`src/rtl/awm_pkg.sv`:
```
// Package for the Accept-header image/webp matcher.
// Parser phase types, character constants and per-byte helper functions.
// Used by awm_parser and accept_header_webp_match.
package awm_pkg;

  localparam int unsigned ByteW    = 8;
  localparam int unsigned CountW   = 4;
  localparam logic [CountW-1:0] MediaLen = 4'd10;

  localparam logic [ByteW-1:0] ChComma = 8'h2C;  // ','
  localparam logic [ByteW-1:0] ChSemi  = 8'h3B;  // ';'
  localparam logic [ByteW-1:0] ChEq    = 8'h3D;  // '='
  localparam logic [ByteW-1:0] ChLq    = 8'h71;  // 'q'
  localparam logic [ByteW-1:0] ChUq    = 8'h51;  // 'Q'
  localparam logic [ByteW-1:0] ChOne   = 8'h31;  // '1'
  localparam logic [ByteW-1:0] ChZero  = 8'h30;  // '0'
  localparam logic [ByteW-1:0] ChNine  = 8'h39;  // '9'
  localparam logic [ByteW-1:0] ChDot   = 8'h2E;  // '.'

  // Position inside one comma-separated item
  typedef enum logic [3:0] {
    PhLead   = 4'd0,
    PhMedia  = 4'd1,
    PhTail   = 4'd2,
    PhSkip   = 4'd3,
    PhPlead  = 4'd4,
    PhPq     = 4'd5,
    PhPother = 4'd6,
    PhPvalue = 4'd7
  } parse_phase_e;

  // Position inside a q value
  typedef enum logic [2:0] {
    QvStart   = 3'd0,
    QvOne     = 3'd1,
    QvOneDot  = 3'd2,
    QvZero    = 3'd3,
    QvDigits  = 3'd4,
    QvTrailOk = 3'd5,
    QvFail    = 3'd6
  } qv_phase_e;

  typedef struct packed {
    qv_phase_e phase;
    logic      digit_seen;
    logic      saw_nonzero;
  } q_state_t;

  localparam q_state_t QStateReset = '{phase: QvStart, digit_seen: 1'b0, saw_nonzero: 1'b0};

  function automatic logic is_ws(input logic [ByteW-1:0] c);
    return (c == 8'h20) || ((c >= 8'h09) && (c <= 8'h0D));
  endfunction

  function automatic logic is_dig(input logic [ByteW-1:0] c);
    return (c >= ChZero) && (c <= ChNine);
  endfunction

  function automatic logic [ByteW-1:0] to_lower(input logic [ByteW-1:0] c);
    return ((c >= 8'h41) && (c <= 8'h5A)) ? c + 8'd32 : c;
  endfunction

  // Characters of "image/webp"
  function automatic logic [ByteW-1:0] media_char(input logic [CountW-1:0] idx);
    logic [ByteW-1:0] ch;
    unique case (idx)
      4'd0:    ch = 8'h69;  // i
      4'd1:    ch = 8'h6D;  // m
      4'd2:    ch = 8'h61;  // a
      4'd3:    ch = 8'h67;  // g
      4'd4:    ch = 8'h65;  // e
      4'd5:    ch = 8'h2F;  // /
      4'd6:    ch = 8'h77;  // w
      4'd7:    ch = 8'h65;  // e
      4'd8:    ch = 8'h62;  // b
      4'd9:    ch = 8'h70;  // p
      default: ch = 8'h00;
    endcase
    return ch;
  endfunction

  function automatic logic q_verdict(input q_state_t q);
    logic ok;
    case (q.phase)
      QvOne:     ok = 1'b1;
      QvOneDot:  ok = q.digit_seen;
      QvDigits:  ok = q.digit_seen & q.saw_nonzero;
      QvTrailOk: ok = 1'b1;
      default:   ok = 1'b0;
    endcase
    return ok;
  endfunction

  // Advance the q value parser by one character
  function automatic q_state_t q_feed(input q_state_t q, input logic [ByteW-1:0] c);
    q_state_t n;
    n = q;
    if (is_ws(c)) begin
      if ((q.phase != QvStart) && (q.phase != QvTrailOk) && (q.phase != QvFail)) begin
        n.phase = q_verdict(q) ? QvTrailOk : QvFail;
      end
    end else begin
      case (q.phase)
        QvStart: begin
          if (c == ChOne)       n.phase = QvOne;
          else if (c == ChZero) n.phase = QvZero;
          else if (c == ChDot)  n.phase = QvDigits;
          else                  n.phase = QvFail;
        end
        QvOne: n.phase = (c == ChDot) ? QvOneDot : QvFail;
        QvOneDot: begin
          if (c == ChZero) n.digit_seen = 1'b1;
          else             n.phase = QvFail;
        end
        QvZero, QvDigits: begin
          if ((q.phase == QvZero) && (c == ChDot)) begin
            n.phase = QvDigits;
          end else if (is_dig(c)) begin
            n.phase      = QvDigits;
            n.digit_seen = 1'b1;
            if (c != ChZero) n.saw_nonzero = 1'b1;
          end else begin
            n.phase = QvFail;
          end
        end
        default: n.phase = QvFail;
      endcase
    end
    return n;
  endfunction

  // True when closing the current item counts as an accepted image/webp
  function automatic logic item_hit(input parse_phase_e ph, input logic [CountW-1:0] mc,
                                    input logic allowed, input q_state_t q);
    logic hit;
    case (ph)
      PhMedia:                    hit = (mc == MediaLen) & allowed;
      PhTail, PhPlead, PhPq,
      PhPother:                   hit = allowed;
      PhPvalue:                   hit = q_verdict(q);
      default:                    hit = 1'b0;
    endcase
    return hit;
  endfunction

endpackage

```
`src/rtl/awm_parser.sv`:
```
// Byte-wise parser state for the Accept-header image/webp matcher.
// Holds item, q-value and found state; depends on awm_pkg.
module awm_parser import awm_pkg::*; (
  input  logic             clk_i,
  input  logic             rst_ni,
  input  logic             step_i,     // consume byte_i this cycle
  input  logic [ByteW-1:0] byte_i,
  input  logic             last_i,
  output logic             accepted_o  // verdict if byte_i is the last byte
);

  parse_phase_e      phase_q, phase_d;
  logic [CountW-1:0] count_q, count_d;
  logic              found_q, found_d;
  logic              allowed_q, allowed_d;
  q_state_t          qst_q, qst_d;
  logic [ByteW-1:0]  low_c;

  assign low_c = to_lower(byte_i);

  // Next state for one byte, then close the header on the last byte
  always_comb begin
    phase_d   = phase_q;
    count_d   = count_q;
    found_d   = found_q;
    allowed_d = allowed_q;
    qst_d     = qst_q;

    if (byte_i == ChComma) begin
      if (item_hit(phase_q, count_q, allowed_q, qst_q)) found_d = 1'b1;
      phase_d   = PhLead;
      count_d   = '0;
      allowed_d = 1'b1;
      qst_d     = QStateReset;
    end else begin
      unique case (phase_q)
        PhLead: begin
          if (!is_ws(byte_i)) begin
            if (low_c == media_char('0)) begin
              phase_d = PhMedia;
              count_d = 4'd1;
            end else begin
              phase_d = PhSkip;
            end
          end
        end
        PhMedia: begin
          if (count_q >= MediaLen) begin
            if (is_ws(byte_i))        phase_d = PhTail;
            else if (byte_i == ChSemi) phase_d = PhPlead;
            else                       phase_d = PhSkip;
          end else if (low_c == media_char(count_q)) begin
            count_d = count_q + 4'd1;
          end else begin
            phase_d = PhSkip;
          end
        end
        PhTail: begin
          if (!is_ws(byte_i)) phase_d = (byte_i == ChSemi) ? PhPlead : PhSkip;
        end
        PhPlead: begin
          if (!is_ws(byte_i) && (byte_i != ChSemi)) begin
            phase_d = ((byte_i == ChLq) || (byte_i == ChUq)) ? PhPq : PhPother;
          end
        end
        PhPq: begin
          if (byte_i == ChEq) begin
            phase_d = PhPvalue;
            qst_d   = QStateReset;
          end else begin
            phase_d = (byte_i == ChSemi) ? PhPlead : PhPother;
          end
        end
        PhPother: begin
          if (byte_i == ChSemi) phase_d = PhPlead;
        end
        PhPvalue: begin
          if (byte_i == ChSemi) begin
            allowed_d = q_verdict(qst_q);
            phase_d   = PhPlead;
          end else begin
            qst_d = q_feed(qst_q, byte_i);
          end
        end
        default: phase_d = PhSkip;
      endcase
    end

    // Close the final item; the verdict leaves with this byte
    accepted_o = found_d | item_hit(phase_d, count_d, allowed_d, qst_d);

    if (last_i) begin
      phase_d   = PhLead;
      count_d   = '0;
      found_d   = 1'b0;
      allowed_d = 1'b1;
      qst_d     = QStateReset;
    end
  end

  // Advance state on each consumed byte
  always_ff @(posedge clk_i or negedge rst_ni) begin
    if (!rst_ni) begin
      phase_q   <= PhLead;
      count_q   <= '0;
      found_q   <= 1'b0;
      allowed_q <= 1'b1;
      qst_q     <= QStateReset;
    end else if (step_i) begin
      phase_q   <= phase_d;
      count_q   <= count_d;
      found_q   <= found_d;
      allowed_q <= allowed_d;
      qst_q     <= qst_d;
    end
  end

endmodule

```
`src/rtl/accept_header_webp_match.sv`:
```
// Top level of the Accept-header image/webp matcher.
// Input register, awm_parser and result register; depends on awm_pkg.
//
// Usage:
//   Stream the Accept header into the slave channel one byte per transaction,
//   tlast set on the final byte. For every header exactly one transaction
//   leaves on the master channel, tdata[0] = 1 when some item names
//   image/webp (case-insensitive, trimmed) with a positive q value.
//   Bytes other than the last one produce no output transaction.
// Path: a last byte is captured in the input register, passes the
//   combinational parser update and is loaded into the result register
//   (shown on the master channel from then on).
// Throughput: one byte per cycle across headers, unless a final byte waits.
// Reset: clears the input and result valid flags and all parser state;
//   the first byte after reset starts a new header.
// Stall: a result waiting on the master side holds; non-final bytes keep
//   flowing, and only a final byte waits in the input register until the
//   result register frees; tready stays low while it waits.
module accept_header_webp_match import awm_pkg::*; (
  input  logic       clk_i,
  input  logic       rst_ni,
  input  logic       s_axis_tvalid,
  output logic       s_axis_tready,
  input  logic [7:0] s_axis_tdata,   // [7:0] header_byte
  input  logic       s_axis_tlast,   // last_byte
  output logic       m_axis_tvalid,
  input  logic       m_axis_tready,
  output logic [7:0] m_axis_tdata    // [0] webp_accepted, [7:1] zero
);

  logic             in_valid_q, in_valid_d;
  logic [ByteW-1:0] in_byte_q;
  logic             in_last_q;
  logic             out_valid_q, out_valid_d;
  logic             out_bit_q;
  logic             out_free;
  logic             in_fire;
  logic             step;
  logic             accepted;

  // Byte in the input register moves on unless it needs a busy result slot
  assign out_free      = !out_valid_q || m_axis_tready;
  assign step          = in_valid_q && (!in_last_q || out_free);
  assign s_axis_tready = !in_valid_q || step;
  assign in_fire       = s_axis_tvalid && s_axis_tready;

  assign in_valid_d  = in_fire ? 1'b1 : (step ? 1'b0 : in_valid_q);
  assign out_valid_d = (step && in_last_q) ? 1'b1 : (m_axis_tready ? 1'b0 : out_valid_q);

  awm_parser u_parser (
    .clk_i      (clk_i),
    .rst_ni     (rst_ni),
    .step_i     (step),
    .byte_i     (in_byte_q),
    .last_i     (in_last_q),
    .accepted_o (accepted)
  );

  // Input register valid and result valid
  always_ff @(posedge clk_i or negedge rst_ni) begin
    if (!rst_ni) begin
      in_valid_q  <= 1'b0;
      out_valid_q <= 1'b0;
    end else begin
      in_valid_q  <= in_valid_d;
      out_valid_q <= out_valid_d;
    end
  end

  // Capture the incoming transaction
  always_ff @(posedge clk_i) begin
    if (in_fire) begin
      in_byte_q <= s_axis_tdata;
      in_last_q <= s_axis_tlast;
    end
  end

  // Load the verdict when the final byte is consumed
  always_ff @(posedge clk_i) begin
    if (step && in_last_q) begin
      out_bit_q <= accepted;
    end
  end

  assign m_axis_tvalid = out_valid_q;
  assign m_axis_tdata  = {7'd0, out_bit_q};

endmodule

```
`config.mk`:
```
export PLATFORM = sky130hd
export DESIGN_NAME = accept_header_webp_match
export DESIGN_NICKNAME = d
export VERILOG_FILES = /design/src/rtl/awm_pkg.sv /design/src/rtl/awm_parser.sv /design/src/rtl/accept_header_webp_match.sv
export SDC_FILE = /design/constraint.sdc
export NUM_CORES = 1
export LEC_CHECK = 0
export BUFFER_PORTS_ARGS = -buffer_cell sky130_fd_sc_hd__clkbuf_2
export CAP_MARGIN = 20
export CORE_AREA = 2 2 94 78
export DETAILED_ROUTE_END_ITERATION = 12
export DIE_AREA = 0 0 96 80
export SKIP_LAST_GASP = 1
export SYNTH_ARGS = -nofsm -noshare
export SYNTH_HDL_FRONTEND = slang
export SYNTH_HIERARCHICAL = 1
export SYNTH_SLANG_ARGS = --single-unit
```
`constraint.sdc`:
```
create_clock -name clk_i -period 2.7 [get_ports clk_i]
set_input_delay 0.27 -clock clk_i [delete_from_list [all_inputs] [get_ports clk_i]]
set_output_delay 0.27 -clock clk_i [all_outputs]
set_load 0.02 [all_outputs]
```
==> impl_metrics.json <==
{
  "outcome": "finished, violations left",
  "violations": "setup timing",
  "setup_violations": 1,
  "drcViolationCount": 0,
  "via_count": 2530,
  "seq_area_um2": 728.2,
  "cts.htree.levels": 1,
  "grtUsageTotal_pct": 19.65,
  "hold_violations": 0,
  "peakVddDrop_uv": 260.1,
  "dr.pass1.iters": 6,
  "nets": 371,
  "min_period_over_period_pct": 100.2,
  "ioPinCount": 23,
  "crit_fanout": 5,
  "grt_overflow": 0,
  "drv_slew": 0,
  "drtIter0Drc": 198,
  "clk_latency_ps": 280,
  "ys_ff_latch": 27,
  "synth_seq_area_share_pct": 28.03,
  "die-width_um": 96,
  "synthTopCellsByArea": "dfrtp_1, edfxtp_1, nand2_1",
  "final_util_pct": 49.06,
  "synth_compound_area_share_pct": 30.58,
  "synth_simple_gate_area_share_pct": 28.46,
  "grt_max_degree": 18,
  "ys_types": 85,
  "critPathLaunchType": "register",
  "finalCriticalPeriod_ps": 2705,
  "place_ws_ps": -56.35,
  "drt-wirelength-per-cell_um": 16.42,
  "synthDominantCellAreaShare_pct": 15.44,
  "synth_top_cell_by_area": "dfrtp_1",
  "synth_edf_count": 10,
  "die_area_um2": 7680,
  "rows": 27,
  "die_h_um": 80,
  "netlist_instances": 289,
  "area_growth_pct": 27.16,
  "multi_input_area_um2": 1809,
  "synth_fa_ha_area_share_pct": 2.894,
  "cts_made_buffers": 3,
  "rsz0062_at_grt": "true",
  "post-dp-hpwl_mm": 5.437,
  "core-area_um2": 6723,
  "arrival_ps": 2830,
  "skew_ps": 4.298,
  "avgSynthCellArea_um2": 8.975,
  "antenna_cells": 0,
  "worstSetupPathType": "register to register",
  "gp_congestion": 0.9281,
  "grt_pass1_vias": 2452,
  "clock_sinks": 27,
  "powerDensity_nw_per_um2": 335.5,
  "clkTransAtPathRegs_ps": 110,
  "synth_area_um2": 2594,
  "synth_warnings": 6,
  "viasPerCell": 5.776,
  "fmax_mhz": 369.7,
  "cts-root-buf": "clkbuf_8",
  "antenna_found_initial": 0,
  "nFillCells": 625,
  "async_reset_ff_share_pct": 62.96,
  "total_leakage_power_nw": 1.304,
  "hold_path.class": "primary input to register",
  "postRouteWirelength_mm": 7.194,
  "synthMuxAreaShare_pct": 1.737,
  "grt_pass1_wl_mm": 11.92,
  "critPathRequiredTime_ps": 2820,
  "synth_ff_type": "dfrtp_1",
  "endpoint_kind": "register",
  "cts_buffer_depth": 2,
  "cts_tree": "done",
  "final_antenna_net_count": 0,
  "synth-xor-area-share_pct": 0,
  "fin_ws_ps": -5.213,
  "drive_above_1_share_pct": 35.04,
  "synth_top_family_by_area": "compound AO/OA/AOI/OAI gates",
  "maxCapViolCount": 0,
  "io_buffers": 15,
  "initial_utilization_pct": 38.58
}
## path summary, 6_finish.rpt
kind                       slack [ps]                 end          startpoint  depth (start not counted)
max                                -5           out_bit_q        in_byte_q[6]                         11
min                               150        in_byte_q[2]     s_axis_tdata[2]                          1
max reg2reg                        -5           out_bit_q        in_byte_q[6]                         11
min reg2reg                       560  u_parser/allowed_q  u_parser/allowed_q                          1
max in group asynchronous        1920  u_parser/allowed_q              rst_ni                          2
min in group asynchronous         440   u_parser/qst_q[3]              rst_ni                          2
## synth_stat cells (4+ instances only)
library cell and n:
o21ai_0 12, edfxtp_1 10, nand2b_1 8, nand3b_1 8, buf_2 7, buf_4 8
o22ai_1 6, o31a_1 4, dfrtp_1 16, ha_1 6, a21oi_1 12, clkbuf_1 6
and2_1 4, inv_1 16, nor3_1 5, o2bb2ai_1 5, nor2b_1 8, nand2_1 21
a21o_1 4, nor2_1 15, nand3_1 11
## layer usage
metal | track usage, % | vias up | wire length [µm]
met2 | 31.11 | 98 | 3241
li1 | - | 1216 | -
met1 | 27.78 | 1204 | 3472
met5 | 0 | - | 0
met3 | 3.588 | 12 | 389
met4 | 4.143 | 0 | 92
## cell type report
cell class	instances	area share, %
clock buffer	3	1.252
clock inverter	1	0.2276
inverter	16	1.821
multi-input combinational	228	54.86
sequential	27	22.08
tap	87	3.300
timing repair buffer	76	16.46
## flip-flops by register name, indices dropped and copies added, names as in the netlist
signal / flops
u_parser/qst_q: 5
in_last_q: 1
u_parser/phase_q: 4
u_parser/count_q: 4
in_byte_q: 8
in_valid_q: 1
u_parser/allowed_q: 1
out_bit_q: 1
m_axis_tvalid: 1
u_parser/found_q: 1
## power by group
part | switching (mW) | total (mW) | internal, mW
registers | 0.0311 | 0.487 | 0.455
logic | 0.201 | 0.367 | 0.166
clock network | 0.147 | 0.252 | 0.105
## critical path: stages, from the launching register on
cell       delay [ps]
edfxtp_1          420
inv_2              80
ha_1              140
or4b_4            520
o21ai_4           180
a32oi_4           110
buf_4             180
o31a_1            290
o211a_1           170
a2111oi_4         300
a211oi_2           70
o31ai_1            80
## cell usage in the layout, fill, tap and decap left out, types with 4 or more instances in the layout
cell,n
clkbuf_2,15
buf_4,58
and2_1,4
inv_1,13
nand3b_1,8
nand2b_1,8
conb_1,7
nor2_1,15
nand2_1,21
o21ai_0,12
o2bb2ai_1,5
nor2b_1,8
o22ai_1,6
nor3_1,4
edfxtp_1,10
dfrtp_1,15
o31a_1,4
nand3_1,11
a21o_1,4
ha_1,4
a21oi_1,11
## kinds of logic after synthesis
kind of cell / after synthesis
AND/OR/NAND/NOR: 116
AO/OA/AOI/OAI: 95
buffers and inverters: 40
flip-flops: 27
adder cells (fa/ha/maj): 6
multiplexers: 4
other: 1
## per-stage QoR
stage	total power [mW]	cell area, µm²	instances	hold slack (ps)	setup TNS, ps
after detailed placement	0.8195	3017	422	232.6	-56.35
final	1.106	3298	438	153.0	-5.213
after global placement	0.8140	3017	422	226.6	0
after CTS	1.107	3222	436	141.9	0
after floorplan	0.7087	2616	295	-25.59	0
after global routing	1.171	3298	438	135.5	-137.8
## timing repair
item,CTS,global route
cloned,0,0
gates resized for setup,14,12
buffers inserted,9,2
pin swaps,16,6
endpoints found under the setup margin,1,3
hold endpoints to repair,16,0
hold buffers,1,0
Note: power is estimated with default switching activity, not from simulation.
